<file path="config.mk">
export PLATFORM = sky130hd
export DESIGN_NAME = multi_window_blended_average_unit
export DESIGN_NICKNAME = d
export VERILOG_FILES = /design/src/hdl/mwba_pkg.sv /design/src/hdl/mwba_ram.sv /design/src/hdl/mwba_div.sv /design/src/hdl/multi_window_blended_average_unit.sv
export VERILOG_INCLUDE_DIRS = /design/src /design/src/hdl
export SDC_FILE = /design/constraint.sdc
export NUM_CORES = 2
export LEC_CHECK = 0
export BUFFER_PORTS_ARGS = -buffer_cell sky130_fd_sc_hd__buf_2
export CAP_MARGIN = 20
export CELL_PAD_IN_SITES_DETAIL_PLACEMENT = 0
export CELL_PAD_IN_SITES_GLOBAL_PLACEMENT = 1
export CORE_ASPECT_RATIO = 1.2
export CORE_MARGIN = 3
export CORE_UTILIZATION = 50
export DETAILED_ROUTE_END_ITERATION = 6
export GPL_TIMING_DRIVEN = 1
export PLACE_DENSITY = 0.75
export SYNTH_ARGS = -nofsm -noshare
export SYNTH_HDL_FRONTEND = slang
export SYNTH_SLANG_ARGS = --single-unit
export TNS_END_PERCENT = 100
</file>
<file path="constraint.sdc">
create_clock -name clk -period 12.95 [get_ports clk]
set_input_delay 1.9425 -clock clk [delete_from_list [all_inputs] [get_ports clk]]
set_output_delay 1.9425 -clock clk [all_outputs]
set_load 0.02 [all_outputs]
</file>
<file path="src/hdl/multi_window_blended_average_unit_defines.svh">
// Assertion macros for the multi-window blended average unit.
`ifndef MULTI_WINDOW_BLENDED_AVERAGE_UNIT_DEFINES_SVH
`define MULTI_WINDOW_BLENDED_AVERAGE_UNIT_DEFINES_SVH

// Same-cycle implication, sampled on clk, off during reset.
`define MWBA_ASSERT_IMP(lbl, ante, cons, msg) \
    lbl: assert property (@(posedge clk) disable iff (!rst_n) (ante) |-> (cons)) \
        else $error(msg);

// Next-cycle implication, sampled on clk, off during reset.
`define MWBA_ASSERT_NXT(lbl, ante, cons, msg) \
    lbl: assert property (@(posedge clk) disable iff (!rst_n) (ante) |=> (cons)) \
        else $error(msg);

`endif

</file>
<file path="src/hdl/mwba_pkg.sv">
// Shared sizes, derived widths and divider status type for the blended average unit.
`default_nettype none

package mwba_pkg;

    // window sizes and sample width
    localparam int SHORT_SLOTS = 12;
    localparam int MID_SLOTS   = 10;
    localparam int LONG_SLOTS  = 6;
    localparam int SAMPLE_BITS = 32;

    // blend period of the long level (mid period is SHORT_SLOTS)
    localparam int LONG_PERIOD = SHORT_SLOTS * MID_SLOTS;

    // one slot memory holds all three levels back to back
    localparam int TOTAL_SLOTS = SHORT_SLOTS + MID_SLOTS + LONG_SLOTS;
    localparam int MID_BASE    = SHORT_SLOTS;
    localparam int LONG_BASE   = SHORT_SLOTS + MID_SLOTS;
    localparam int ADDR_W      = $clog2(TOTAL_SLOTS);

    localparam int MAX_SLOTS_SM = (SHORT_SLOTS > MID_SLOTS) ? SHORT_SLOTS : MID_SLOTS;
    localparam int MAX_SLOTS    = (MAX_SLOTS_SM > LONG_SLOTS) ? MAX_SLOTS_SM : LONG_SLOTS;
    localparam int KW           = $clog2(MAX_SLOTS + 1);

    // divisor covers slot counts and the long period; dividend adds the sample bits
    localparam int DVS_A = $clog2(MAX_SLOTS + 1);
    localparam int DVS_B = $clog2(LONG_PERIOD + 1);
    localparam int DVS_W = (DVS_A > DVS_B) ? DVS_A : DVS_B;
    localparam int DVD_W = SAMPLE_BITS + DVS_W;

    // per-level counters
    localparam int SI_W  = $clog2(SHORT_SLOTS);
    localparam int MI_W  = $clog2(MID_SLOTS);
    localparam int LI_W  = $clog2(LONG_SLOTS);
    localparam int LPH_W = $clog2(LONG_PERIOD);

    // divider status toward the sequencer
    typedef struct packed {
        logic busy;
        logic done;
    } div_stat_t;

endpackage

`default_nettype wire

</file>
<file path="src/hdl/mwba_ram.sv">
// Generic simple dual-port RAM, one write and one registered read per cycle.
`default_nettype none

module mwba_ram #(
    parameter int DEPTH = 2,
    parameter int WIDTH = 8,
    localparam int AW = $clog2(DEPTH)
) (
    input  wire logic             clk,
    input  wire logic             we,
    input  wire logic [AW-1:0]    waddr,
    input  wire logic [WIDTH-1:0] wdata,
    input  wire logic [AW-1:0]    raddr,
    output logic      [WIDTH-1:0] rdata
);

    logic [WIDTH-1:0] mem [DEPTH];

    // write port
    always_ff @(posedge clk)
    begin
        if (we)
        begin
            mem[waddr] <= wdata;
        end
    end

    // read port, registered: rdata follows raddr in the next cycle
    always_ff @(posedge clk)
    begin
        rdata <= mem[raddr];
    end

endmodule

`default_nettype wire

</file>
<file path="src/hdl/mwba_div.sv">
// Radix-2 restoring divider, one quotient bit per cycle.
`default_nettype none

module mwba_div (
    input  wire logic                        clk,
    input  wire logic                        rst_n,
    input  wire logic                        start,
    input  wire logic [mwba_pkg::DVD_W-1:0]  dividend,
    input  wire logic [mwba_pkg::DVS_W-1:0]  divisor,
    output logic      [mwba_pkg::DVD_W-1:0]  quotient,
    output mwba_pkg::div_stat_t              stat
);

    localparam int CW = $clog2(mwba_pkg::DVD_W + 1);

    logic [mwba_pkg::DVD_W-1:0] dvd_reg;
    logic [mwba_pkg::DVS_W-1:0] dvs_reg;
    logic [mwba_pkg::DVS_W-1:0] rem_reg;
    logic [CW-1:0]              cnt_reg;
    logic                       busy_reg;
    logic                       done_reg;

    logic [mwba_pkg::DVS_W:0]   rem_sh;
    logic [mwba_pkg::DVS_W:0]   rem_sub;
    logic                       q_bit;
    logic [mwba_pkg::DVS_W-1:0] rem_next;

    // one trial subtraction
    always_comb
    begin
        rem_sh   = {rem_reg, dvd_reg[mwba_pkg::DVD_W-1]};
        rem_sub  = rem_sh - {1'b0, dvs_reg};
        q_bit    = (rem_sh >= {1'b0, dvs_reg});
        rem_next = q_bit ? rem_sub[mwba_pkg::DVS_W-1:0] : rem_sh[mwba_pkg::DVS_W-1:0];
    end

    // quotient shifts in where the dividend shifts out
    always_ff @(posedge clk or negedge rst_n)
    begin
        if (!rst_n)
        begin
            cnt_reg  <= '0;
            busy_reg <= 1'b0;
            done_reg <= 1'b0;
        end
        else if (start)
        begin
            dvd_reg  <= dividend;
            dvs_reg  <= divisor;
            rem_reg  <= '0;
            cnt_reg  <= CW'(mwba_pkg::DVD_W);
            busy_reg <= 1'b1;
            done_reg <= 1'b0;
        end
        else if (busy_reg)
        begin
            rem_reg <= rem_next;
            dvd_reg <= {dvd_reg[mwba_pkg::DVD_W-2:0], q_bit};
            cnt_reg <= cnt_reg - CW'(1);
            if (cnt_reg == CW'(1))
            begin
                busy_reg <= 1'b0;
                done_reg <= 1'b1;
            end
        end
        else
        begin
            done_reg <= 1'b0;
        end
    end

    assign quotient  = dvd_reg;
    assign stat.busy = busy_reg;
    assign stat.done = done_reg;

endmodule

`default_nettype wire

</file>
<file path="src/hdl/multi_window_blended_average_unit.sv">
// Top level: slot memory sequencer for the short, mid and long blended averages.
//
//   channel | signals                          | direction
//   --------+----------------------------------+----------
//   in      | in_valid, in_stall, sample       | to block
//   out     | out_valid, out_stall, avg_short, | from block
//           | avg_mid, avg_long                |
//
// One word at a time. The time a word takes is set by the bit-serial divider run for the
// three means and the two blends, plus one memory read per slot for each mean.
// Reset clears all valid marks, bases and counters; slot memory needs no clearing.
// in_stall is high from acceptance until the result is loaded into the output
// register; a held result waits there under out_stall while the next word is taken.
`default_nettype none
`include "multi_window_blended_average_unit_defines.svh"

module multi_window_blended_average_unit (
    input  wire logic                             clk,
    input  wire logic                             rst_n,
    input  wire logic                             in_valid,
    output logic                                  in_stall,
    input  wire logic [mwba_pkg::SAMPLE_BITS-1:0] sample,
    output logic                                  out_valid,
    input  wire logic                             out_stall,
    output logic      [mwba_pkg::SAMPLE_BITS-1:0] avg_short,
    output logic      [mwba_pkg::SAMPLE_BITS-1:0] avg_mid,
    output logic      [mwba_pkg::SAMPLE_BITS-1:0] avg_long
);

    localparam int SB    = mwba_pkg::SAMPLE_BITS;
    localparam int AW    = mwba_pkg::ADDR_W;
    localparam int KW    = mwba_pkg::KW;
    localparam int DVS_W = mwba_pkg::DVS_W;
    localparam int DVD_W = mwba_pkg::DVD_W;
    localparam int SI_W  = mwba_pkg::SI_W;
    localparam int MI_W  = mwba_pkg::MI_W;
    localparam int LI_W  = mwba_pkg::LI_W;
    localparam int LPH_W = mwba_pkg::LPH_W;

    typedef enum logic [3:0] {
        ST_IDLE,
        ST_WALK,
        ST_MDIV,
        ST_MWAIT,
        ST_BRD,
        ST_BLAT,
        ST_BSEL,
        ST_MUL1,
        ST_MUL2,
        ST_BDIV,
        ST_BWAIT,
        ST_WRITE,
        ST_OUT
    } state_t;

    typedef enum logic [1:0] {
        LVL_SHORT,
        LVL_MID,
        LVL_LONG
    } level_t;

    state_t                          state_reg;
    level_t                          lvl_reg;

    // position counters standing for the poll index
    logic [SI_W-1:0]                 si_reg;
    logic [MI_W-1:0]                 mi_reg;
    logic [LPH_W-1:0]                lph_reg;
    logic [LI_W-1:0]                 li_reg;

    logic [mwba_pkg::TOTAL_SLOTS-1:0] valid_reg;

    logic [SB-1:0]                   mid_base_reg;
    logic                            mid_base_vld_reg;
    logic [SB-1:0]                   long_base_reg;
    logic                            long_base_vld_reg;

    // walk state
    logic [KW-1:0]                   k_reg;
    logic                            pend_reg;
    logic                            vpipe_reg;
    logic [DVD_W-1:0]                sum_reg;
    logic [DVS_W-1:0]                cnt_reg;

    logic [SB-1:0]                   s_avg_reg;
    logic [SB-1:0]                   m_avg_reg;
    logic [SB-1:0]                   l_avg_reg;
    logic [SB-1:0]                   wval_reg;
    logic [DVD_W-1:0]                prod_reg;
    logic [DVD_W-1:0]                num_reg;

    logic                            out_valid_reg;
    logic [SB-1:0]                   avg_short_reg;
    logic [SB-1:0]                   avg_mid_reg;
    logic [SB-1:0]                   avg_long_reg;

    // per-level selection
    logic [AW-1:0]                   lvl_base;
    logic [KW-1:0]                   lvl_n;
    logic [AW-1:0]                   lvl_idx;
    logic [SB-1:0]                   lvl_cur;
    logic [SB-1:0]                   lvl_bval;
    logic                            lvl_bvld;
    logic [DVS_W-1:0]                lvl_phase;
    logic [DVS_W-1:0]                lvl_period;
    logic [AW-1:0]                   slot_addr;
    logic [AW-1:0]                   walk_addr;
    logic [DVS_W-1:0]                wnew;
    logic [DVS_W-1:0]                wold;

    logic                            ram_we;
    logic [AW-1:0]                   ram_waddr;
    logic [SB-1:0]                   ram_wdata;
    logic [AW-1:0]                   ram_raddr;
    logic [SB-1:0]                   ram_rdata;

    logic [SB-1:0]                   mul_a;
    logic [DVS_W-1:0]                mul_b;
    logic [DVD_W-1:0]                mul_out;

    logic                            div_start;
    logic [DVD_W-1:0]                div_dividend;
    logic [DVS_W-1:0]                div_divisor;
    logic [DVD_W-1:0]                div_quo;
    mwba_pkg::div_stat_t             div_stat;

    logic                            in_acc;
    logic                            out_free;

    assign in_stall  = (state_reg != ST_IDLE);
    assign in_acc    = in_valid && !in_stall;
    assign out_free  = !out_valid_reg || !out_stall;
    assign out_valid = out_valid_reg;
    assign avg_short = avg_short_reg;
    assign avg_mid   = avg_mid_reg;
    assign avg_long  = avg_long_reg;

    // level decode
    always_comb
    begin
        case (lvl_reg)
            LVL_MID:
            begin
                lvl_base   = AW'(mwba_pkg::MID_BASE);
                lvl_n      = KW'(mwba_pkg::MID_SLOTS);
                lvl_idx    = AW'(mi_reg);
                lvl_cur    = s_avg_reg;
                lvl_bval   = mid_base_reg;
                lvl_bvld   = mid_base_vld_reg;
                lvl_phase  = DVS_W'(si_reg);
                lvl_period = DVS_W'(mwba_pkg::SHORT_SLOTS);
            end
            LVL_LONG:
            begin
                lvl_base   = AW'(mwba_pkg::LONG_BASE);
                lvl_n      = KW'(mwba_pkg::LONG_SLOTS);
                lvl_idx    = AW'(li_reg);
                lvl_cur    = m_avg_reg;
                lvl_bval   = long_base_reg;
                lvl_bvld   = long_base_vld_reg;
                lvl_phase  = DVS_W'(lph_reg);
                lvl_period = DVS_W'(mwba_pkg::LONG_PERIOD);
            end
            default:
            begin
                lvl_base   = '0;
                lvl_n      = KW'(mwba_pkg::SHORT_SLOTS);
                lvl_idx    = AW'(si_reg);
                lvl_cur    = s_avg_reg;
                lvl_bval   = mid_base_reg;
                lvl_bvld   = 1'b0;
                lvl_phase  = DVS_W'(si_reg);
                lvl_period = DVS_W'(mwba_pkg::SHORT_SLOTS);
            end
        endcase
        slot_addr = lvl_base + lvl_idx;
        walk_addr = lvl_base + AW'(k_reg);
        wnew      = lvl_phase + DVS_W'(1);
        wold      = lvl_period - wnew;
    end

    // memory ports
    always_comb
    begin
        ram_we    = in_acc || (state_reg == ST_WRITE);
        ram_waddr = in_acc ? AW'(si_reg) : slot_addr;
        ram_wdata = in_acc ? sample : wval_reg;
        ram_raddr = (state_reg == ST_WALK) ? walk_addr : slot_addr;
    end

    // shared multiplier: new weight first, base weight second
    always_comb
    begin
        mul_a   = (state_reg == ST_MUL1) ? lvl_cur : lvl_bval;
        mul_b   = (state_reg == ST_MUL1) ? wnew : wold;
        mul_out = {{DVS_W{1'b0}}, mul_a} * {{SB{1'b0}}, mul_b};
    end

    // divider operands: mean or blend
    always_comb
    begin
        div_start    = (state_reg == ST_MDIV) || (state_reg == ST_BDIV);
        div_dividend = (state_reg == ST_MDIV) ? sum_reg : num_reg;
        div_divisor  = (state_reg == ST_MDIV) ? cnt_reg : lvl_period;
    end

    mwba_ram #(
        .DEPTH (mwba_pkg::TOTAL_SLOTS),
        .WIDTH (SB)
    ) u_ram (
        .clk   (clk),
        .we    (ram_we),
        .waddr (ram_waddr),
        .wdata (ram_wdata),
        .raddr (ram_raddr),
        .rdata (ram_rdata)
    );

    mwba_div u_div (
        .clk      (clk),
        .rst_n    (rst_n),
        .start    (div_start),
        .dividend (div_dividend),
        .divisor  (div_divisor),
        .quotient (div_quo),
        .stat     (div_stat)
    );

    // sequencer
    always_ff @(posedge clk or negedge rst_n)
    begin
        if (!rst_n)
        begin
            state_reg         <= ST_IDLE;
            lvl_reg           <= LVL_SHORT;
            si_reg            <= '0;
            mi_reg            <= '0;
            lph_reg           <= '0;
            li_reg            <= '0;
            valid_reg         <= '0;
            mid_base_reg      <= '0;
            mid_base_vld_reg  <= 1'b0;
            long_base_reg     <= '0;
            long_base_vld_reg <= 1'b0;
            k_reg             <= '0;
            pend_reg          <= 1'b0;
            vpipe_reg         <= 1'b0;
            sum_reg           <= '0;
            cnt_reg           <= '0;
            out_valid_reg     <= 1'b0;
        end
        else
        begin
            if (out_valid_reg && !out_stall)
            begin
                out_valid_reg <= 1'b0;
            end

            case (state_reg)
                ST_IDLE:
                begin
                    if (in_acc)
                    begin
                        valid_reg[AW'(si_reg)] <= 1'b1;
                        lvl_reg   <= LVL_SHORT;
                        k_reg     <= '0;
                        pend_reg  <= 1'b0;
                        sum_reg   <= '0;
                        cnt_reg   <= '0;
                        state_reg <= ST_WALK;
                    end
                end

                // read each slot of the level, add the valid ones
                ST_WALK:
                begin
                    if (pend_reg && vpipe_reg)
                    begin
                        sum_reg <= sum_reg + DVD_W'(ram_rdata);
                        cnt_reg <= cnt_reg + DVS_W'(1);
                    end
                    if (k_reg != lvl_n)
                    begin
                        pend_reg  <= 1'b1;
                        vpipe_reg <= valid_reg[walk_addr];
                        k_reg     <= k_reg + KW'(1);
                    end
                    else
                    begin
                        pend_reg  <= 1'b0;
                        state_reg <= ST_MDIV;
                    end
                end

                ST_MDIV:
                begin
                    state_reg <= ST_MWAIT;
                end

                // mean done: move up one level or finish
                ST_MWAIT:
                begin
                    if (div_stat.done)
                    begin
                        case (lvl_reg)
                            LVL_SHORT:
                            begin
                                s_avg_reg <= div_quo[SB-1:0];
                                lvl_reg   <= LVL_MID;
                                state_reg <= (si_reg == '0) ? ST_BRD : ST_BSEL;
                            end
                            LVL_MID:
                            begin
                                m_avg_reg <= div_quo[SB-1:0];
                                lvl_reg   <= LVL_LONG;
                                state_reg <= (lph_reg == '0) ? ST_BRD : ST_BSEL;
                            end
                            default:
                            begin
                                l_avg_reg <= div_quo[SB-1:0];
                                state_reg <= ST_OUT;
                            end
                        endcase
                    end
                end

                // period start: old slot becomes the blend base
                ST_BRD:
                begin
                    state_reg <= ST_BLAT;
                end

                ST_BLAT:
                begin
                    if (lvl_reg == LVL_LONG)
                    begin
                        long_base_reg     <= ram_rdata;
                        long_base_vld_reg <= valid_reg[slot_addr];
                    end
                    else
                    begin
                        mid_base_reg     <= ram_rdata;
                        mid_base_vld_reg <= valid_reg[slot_addr];
                    end
                    state_reg <= ST_BSEL;
                end

                ST_BSEL:
                begin
                    if (lvl_bvld)
                    begin
                        state_reg <= ST_MUL1;
                    end
                    else
                    begin
                        wval_reg  <= lvl_cur;
                        state_reg <= ST_WRITE;
                    end
                end

                ST_MUL1:
                begin
                    prod_reg  <= mul_out;
                    state_reg <= ST_MUL2;
                end

                ST_MUL2:
                begin
                    num_reg   <= prod_reg + mul_out;
                    state_reg <= ST_BDIV;
                end

                ST_BDIV:
                begin
                    state_reg <= ST_BWAIT;
                end

                ST_BWAIT:
                begin
                    if (div_stat.done)
                    begin
                        wval_reg  <= div_quo[SB-1:0];
                        state_reg <= ST_WRITE;
                    end
                end

                // store the slot (blended, or the plain mean without a valid base), then average the level
                ST_WRITE:
                begin
                    valid_reg[slot_addr] <= 1'b1;
                    k_reg     <= '0;
                    pend_reg  <= 1'b0;
                    sum_reg   <= '0;
                    cnt_reg   <= '0;
                    state_reg <= ST_WALK;
                end

                // load result once the output register is free, advance position
                ST_OUT:
                begin
                    if (out_free)
                    begin
                        avg_short_reg <= s_avg_reg;
                        avg_mid_reg   <= m_avg_reg;
                        avg_long_reg  <= l_avg_reg;
                        out_valid_reg <= 1'b1;
                        if (si_reg == SI_W'(mwba_pkg::SHORT_SLOTS - 1))
                        begin
                            si_reg <= '0;
                            if (mi_reg == MI_W'(mwba_pkg::MID_SLOTS - 1))
                            begin
                                mi_reg <= '0;
                            end
                            else
                            begin
                                mi_reg <= mi_reg + MI_W'(1);
                            end
                        end
                        else
                        begin
                            si_reg <= si_reg + SI_W'(1);
                        end
                        if (lph_reg == LPH_W'(mwba_pkg::LONG_PERIOD - 1))
                        begin
                            lph_reg <= '0;
                            if (li_reg == LI_W'(mwba_pkg::LONG_SLOTS - 1))
                            begin
                                li_reg <= '0;
                            end
                            else
                            begin
                                li_reg <= li_reg + LI_W'(1);
                            end
                        end
                        else
                        begin
                            lph_reg <= lph_reg + LPH_W'(1);
                        end
                        state_reg <= ST_IDLE;
                    end
                end

                default:
                begin
                    state_reg <= ST_IDLE;
                end
            endcase
        end
    end

    // checks
    `MWBA_ASSERT_IMP(a_div_busy_wait, div_stat.busy, state_reg == ST_MWAIT || state_reg == ST_BWAIT, "divider running outside a wait state")
    `MWBA_ASSERT_IMP(a_walk_bound, state_reg == ST_WALK, k_reg <= lvl_n, "slot walk ran past the level")
    `MWBA_ASSERT_IMP(a_mean_nonempty, state_reg == ST_MDIV, cnt_reg != '0, "mean started over no valid slot")
    `MWBA_ASSERT_NXT(a_out_load, state_reg == ST_OUT && out_free, out_valid_reg, "result not loaded")

endmodule

`default_nettype wire

</file>
=== Yosys cells after proc, flatten, opt, wreduce, memory -nomap -nowiden ===
Memories as Yosys holds them, arrays and structs flattened. A register that Yosys moved wholly into a read port is not among the register bits.
Cells that the tools add are included.

* Bitwise gates (word level): 4
* Multiplexer cells: 75
* Order comparisons: 6
* Eq/ne operators: 30
* Add/subtract/negate cells: 14
* Reduce and logical (&&, ||, !) cells: 43
* Multipliers: 1

{| class="wikitable"
|+ Operators by type and width
! cell !! count
|-
| $mux W39 || 5
|-
| $mux W32 || 6
|-
| $pmux W39 S3 || 1
|-
| $pmux W32 S2 || 1
|-
| $mux W7 || 9
|-
| $pmux W28 S2 || 1
|-
| $pmux W4 S13 || 1
|-
| $mux W4 || 10
|-
| $add A39 B32 Y39 || 1
|-
| $add A39 B39 Y39 || 1
|-
| $mul A32 B7 Y39 || 1
|-
| $eq A4 B4 Y1 const B || 7
|-
| $mux W28 || 1
|-
| $or A28 B16 Y28 || 1
|-
| $or A28 B28 Y28 || 1
|-
| $pmux W4 S2 || 3
|-
| $add A7 B1 Y7 const B || 3
|-
| $pmux W7 S3 || 1
|-
| $reduce_and A2 Y1 || 10
|-
| $reduce_and A4 Y1 || 5
|-
| $mux W1 || 17
|-
| $eq A4 B3 Y1 const B || 4
|-
| $reduce_and A3 Y1 || 5
|-
| $sub A7 B7 Y7 || 2
|-
| other kinds (45) || 76
|}

* RAM bits: 896
* Input port bits: 36
* Flip-flop bits (word level): 534
* Output and inout port bits: 98
* Memories kept: 1
* Word-level logic and storage cells: 206

{| class="wikitable"
|+ Memories
! name !! words !! bits a word !! read ports !! clocked after memory_dff !! wr ports !! RTL line !! text
|-
| u_ram.mem || 28 || 32 || 1 || 1 || 1 || mwba_ram.sv:17 || <nowiki>logic [WIDTH-1:0] mem [DEPTH];</nowiki>
|}

=== Longest topological paths before layout ===
* Word-level depth: 9
* Gate-level depth with buffers: 47
* Mapped depth without buffers: 43

=== Cells and area by module ===
Synthesis repeated with hierarchy kept, for this count alone.

* Cell total of the unflattened synthesis: 4848
* Area, all modules: 68695.9 sq um

{| class="wikitable"
|+ Modules (own cells, without submodules)
! module !! instances !! cells an instance !! sequential area each (sq um) !! area each (sq um)
|-
| mwba_ram || 1 || 1775 || 27546.4 || 35119.9
|-
| multi_window_blended_average_unit || 1 || 2855 || 13347.8 || 30559.3
|-
| mwba_div || 1 || 218 || 1791.7 || 3016.6
|}

=== Least setup slack after synthesis ===
No wires, ideal clock.

* Path kind: reg2reg
* From: reg lvl_reg[0]
* To: reg num_reg[36], data pin
* Path slack: 2982 ps
* Data arrival time: 9711 ps
* Library setup time: 258 ps
* Buffers on the path: 5
* Cell stages (with the launch flop): 47
* Clock period less this slack: 9968 ps
* Required time: 12692 ps
* Cells stage by stage: dfrtp_1 -> inv_1 -> ha_1 -> buf_6 -> buf_2 -> buf_1 -> o21ai_0 -> ha_1 -> xnor2_1 -> inv_1 -> ha_1 -> a21oi_1 -> nand2_1 -> a21o_1 -> a21o_1 -> mux2i_1 -> a22oi_1 -> clkbuf_1 -> (+11 left out) -> nor2_1 -> o31a_1 -> o32a_1 -> o41ai_4 -> o21a_2 -> o21bai_1 -> xor2_1 -> ha_1 -> clkbuf_1 -> a21o_1 -> a21o_1 -> a21o_1 -> a21o_1 -> a21o_1 -> a21o_1 -> a211o_1 -> a21oi_1 -> xnor2_1

* Longest elaborated chain between the ends: 7
* Elaborated cells between the ends (all ways): 11
* Classes of those cells: add/sub (3); mul (1); eq/ne (1); mux (6)

{| class="wikitable"
|+ RTL lines
! what !! RTL line !! text
|-
| from (decl) || multi_window_blended_average_unit.sv:63 || <nowiki>level_t lvl_reg;</nowiki>
|-
| from (signal assigned) || multi_window_blended_average_unit.sv:235 || <nowiki>lvl_reg <= LVL_SHORT;</nowiki>
|-
| from (signal assigned) || multi_window_blended_average_unit.sv:265 || <nowiki>lvl_reg <= LVL_SHORT;</nowiki>
|-
| from (signal assigned) || multi_window_blended_average_unit.sv:309 || <nowiki>lvl_reg <= LVL_MID;</nowiki>
|-
| $eq A2 B2 Y1 (*) || multi_window_blended_average_unit.sv:141 || <nowiki>case (lvl_reg)</nowiki>
|-
| $mux W7 || multi_window_blended_average_unit.sv:141 ||
|-
| $add A7 B1 Y7 || multi_window_blended_average_unit.sv:178 || <nowiki>wnew = lvl_phase + DVS_W'(1);</nowiki>
|-
| $sub A7 B7 Y7 || multi_window_blended_average_unit.sv:179 || <nowiki>wold = lvl_period - wnew;</nowiki>
|-
| $mux W7 || multi_window_blended_average_unit.sv:195 || <nowiki>mul_b = (state_reg == ST_MUL1) ? wnew : wold;</nowiki>
|-
| $mul A32 B7 Y39 (*) || multi_window_blended_average_unit.sv:196 || <nowiki>mul_out = {{DVS_W{1'b0}}, mul_a} * {{SB{1'b0}}, mul_b};</nowiki>
|-
| net mul_out[29] || multi_window_blended_average_unit.sv:119 || <nowiki>logic [DVD_W-1:0] mul_out;</nowiki>
|-
| $add A39 B39 Y39 (*) || multi_window_blended_average_unit.sv:369 || <nowiki>num_reg <= prod_reg + mul_out;</nowiki>
|-
| to (signal assigned) || multi_window_blended_average_unit.sv:369 ||
|-
| to (decl) || multi_window_blended_average_unit.sv:90 || <nowiki>logic [DVD_W-1:0] num_reg;</nowiki>
|}

Mark *: on every way through the listed nets, which the timed path passes. The rest lies on a longest branch.
A chain may end at the register's enable or synchronous reset.

=== Worst setup path in the final report ===
Same ends and word-level chain as after synthesis.

==> results.sh <==
export IMPL_outcome="completed"
export IMPL_die_w_um=343
export IMPL_area_delta_synth_final_pct=11.5
export IMPL_grt_max_degree=123
export IMPL_htreeDepth=4
export IMPL_clock_path_buffers=3
export IMPL_totalWireLength_um=180000
export IMPL_n_fill_cell=10800
export IMPL_postSynthAreaPerCell_um2=14.6
export IMPL_antenna_found_initial=6
export IMPL_hp_class="reg2reg"
export IMPL_yosysSeqAreaShare_pct=62.6
export IMPL_num_nets_final=5172
export IMPL_synth_top_cell_by_area="edfxtp_1"
export IMPL_required_ns=13.49
export IMPL_max_slew_margin_pct=24.0
export IMPL_insertion_delay_ns=0.79
export IMPL_clock_sinks=1462
export IMPL_largest_reg_flops=896
export IMPL_pwr_share_seq_pct=54.2
export IMPL_p_leak_nw=29.3
export IMPL_grt_pass1_vias=40500
export IMPL_port_buffers=133
export IMPL_ys_top_cells_by_area="edfxtp_1 (55%), mux4_2 (8.5%), dfrtp_1 (6.6%)"
export IMPL_vias=40200
export IMPL_setup_viol=0
export IMPL_p_sw_w=0.00187
export IMPL_ir_drop_uv=129
export IMPL_synth_area_um2=68200
export IMPL_synth_most_common_cell="edfxtp_1"
export IMPL_place_gp_congestion=0.901
export IMPL_synth_common_cells="edfxtp_1 (1251), nand2_1 (638), inv_1 (292)"
export IMPL_synth_warnings=0
export IMPL_async_flop_share_pct=12.2
export IMPL_finalClockSkew_ns=0.0232
export IMPL_worstSetupPathType="reg2reg"
export IMPL_start_kind="flop"
export IMPL_largest_register="u_ram.mem"
export IMPL_core_um2=135000
export IMPL_power_share_clock_pct=45.5
export IMPL_slew_viol_final=0
export IMPL_num_rows=147
export IMPL_drtIter0Drc=3954
export IMPL_track_usage_pct=25.8
export IMPL_arrival_ns=11.69
export IMPL_syn_nets=5011
export IMPL_fin_crit_ns=11.15
export IMPL_clock_fmax_mhz=89.6
export IMPL_ys_seq_elements=1462
export IMPL_grt_ovfl_total=0
export IMPL_wl_per_cell_um=26.7
export IMPL_synth_top_cell_area_share_pct=55.1
export IMPL_post_dp_hpwl_um=113000
export IMPL_layout_drive_gt1_share_pct=17.4
export IMPL_setup_tns_ns=0
export IMPL_hp_start="l_avg_reg[18]$_DFFE_PP_"
export IMPL_root_buffer="clkbuf_16"
export IMPL_postRouteAntennaNets=0
export IMPL_reg2reg_from="lvl_reg[0]$_DFFE_PN0P_"
export IMPL_p_per_area_nw_per_um2=122
export IMPL_fin_crit_sh_pct=86.1
export IMPL_grt_pass1_wl_um=267000
export IMPL_sw_frac_of_total_pct=20.1
export IMPL_place_inst=6464
export IMPL_crit_start="lvl_reg[0]$_DFFE_PN0P_"
export IMPL_max_stage_delay_ns=0.61
export IMPL_p_int_w=0.00744
export IMPL_layout_area_seq_um2=42700
export IMPL_cap_violations=0
export IMPL_multi_input_area_um2=23800
export IMPL_cts_buffers=146
export IMPL_crit_top_cell="a21o_1"
export IMPL_ctsHoldBuffers=0
export IMPL_hold_viol=0
export IMPL_tightest_slew_ns=1.14
export IMPL_layoutNonFillerInstCount=6739
export IMPL_synth_distinct_cells=86
export IMPL_drc=0
export IMPL_clk_transition_reported_paths_ns=0.06
export IMPL_synth_edf_count=1251
export IMPL_drt_pass1_iter_count=6
export IMPL_synthFlopType="edfxtp_1"
export IMPL_rsz0062_at_grt="no"
export IMPL_cts_resized=0
export IMPL_cts_tree="built"
export IMPL_power_frac_comb_pct=0.3
export IMPL_die_area_um2=141000
export IMPL_worstSetupEndpointType="flop"
export IMPL_initial_core_util_pct=50.6
export IMPL_cts_setup_buffers=0
export IMPL_vias_per_cell=5.97
export IMPL_io_pins=134
export IMPL_syn_inst=4664
export IMPL_die_h_um=410
export IMPL_worstPathMaxFanout=48
export IMPL_slowest_stage="ha_4"
[worst max-delay path: cells and delay by family (launching register included)]
kind,cells,cell delay [ns]
XOR/XNOR,3,0.54
AO/OA/AOI/OAI,16,3.41
multiplexers,2,0.47
buffers and inverters,9,1.35
flip-flops,1,0.38
AND/OR/NAND/NOR,4,0.79
adder cells (fa/ha/maj),9,3.90
[per-layer routing]
layer | routed length (um) | track usage [%] | up-vias
li1 | - | - | 17600
met1 | 72600 | 34.9 | 20800
met2 | 89400 | 43.1 | 1553
met3 | 11400 | 3.39 | 335
met4 | 6320 | 9.29 | 0
met5 | 0 | 0 | -
[cell families after synthesis]
group	after synthesis	synth area share (%)
compound gates	653	6.43
xor+xnor	128	1.69
fa+ha+maj	311	7.39
buf+inv	498	2.99
flops	1462	62.6
mux	439	11.4
simple gates	1173	7.46
[power groups by stage]
stage          registers [W]  clock network (W)   logic (W)
6_report             0.00504            0.00424   0.0000272
5_1_grt              0.00504            0.00450   0.0000316
2_1_floorplan        0.00514                  0  0.00000742
3_5_place_dp         0.00514                  0   0.0000282
4_1_cts              0.00504            0.00432   0.0000283
3_3_place_gp         0.00514                  0   0.0000278
[placed cells by master, fill, tap and decap left out, types with 11 or more instances in the layout]
cell and count:
a31o_2 15, nor2_4 33, a21oi_1 114, mux2i_1 108, bufinv_16 11, nor2_1 202
buf_2 132, o21a_1 20, clkinv_2 26, mux4_2 258, a31o_1 19, and3_1 14
nand2_1 638, clkbuf_16 149, mux2_2 68, xnor2_1 83, a21o_1 95, o21bai_1 20
dfxtp_1 32, and2_1 16, o21ai_0 153, clkbuf_1 29, nand4_1 17, o22ai_1 18
clkinv_1 29, a31oi_1 13, xor2_1 41, inv_1 292, nor2b_1 82, nand2b_1 33
a311oi_1 33, edfxtp_1 1251, nand3_1 55, a22oi_1 44, buf_4 79, fa_1 153
dfrtp_1 179, nor3_1 25, ha_1 157, a211oi_1 14
[final cells by class]
cell class | count | share of cell area, %
Antenna cell | 2 | 0.00658
Inverter | 296 | 1.46
Clock buffer | 182 | 5.12
Sequential cell | 1462 | 56.2
Tap cell | 1788 | 2.94
Multi-Input combinational cell | 2704 | 31.4
Timing Repair Buffer | 215 | 1.75
Clock inverter | 90 | 1.20
[worst paths after layout]
check	slack (ns)	endpoint	depth (start not counted)
max in group asynchronous	9.66	long_base_reg[20]$_DFFE_PN0P_	3
min in group asynchronous	1.18	k_reg[0]$_DFFE_PN0P_	1
max	1.80	num_reg[36]$_DFFE_PP_	43
min	0.42	avg_long[18]$_DFFE_PP_	0
max reg2reg	1.80	num_reg[36]$_DFFE_PP_	43
min reg2reg	0.42	avg_long[18]$_DFFE_PP_	0
[metrics by stage]
| stage | total power (W) | utilization [%] | setup WS (ns) | instance area (um2) | hold slack (ns) |
|---|---|---|---|---|---|
| floorplan | 0.00515 | - | 2.98 | 68200 | 0.400 |
| global placement | 0.00517 | 52.9 | 2.01 | 71200 | 0.402 |
| detailed placement | 0.00517 | 52.9 | 1.85 | 71200 | 0.405 |
| CTS | 0.00939 | 56.4 | 1.80 | 76000 | 0.408 |
| global route | 0.00957 | 56.5 | 1.20 | 76000 | 0.424 |
| finish | 0.00931 | 56.5 | 1.80 | 76000 | 0.415 |
(Power assumes the default switching activity.)
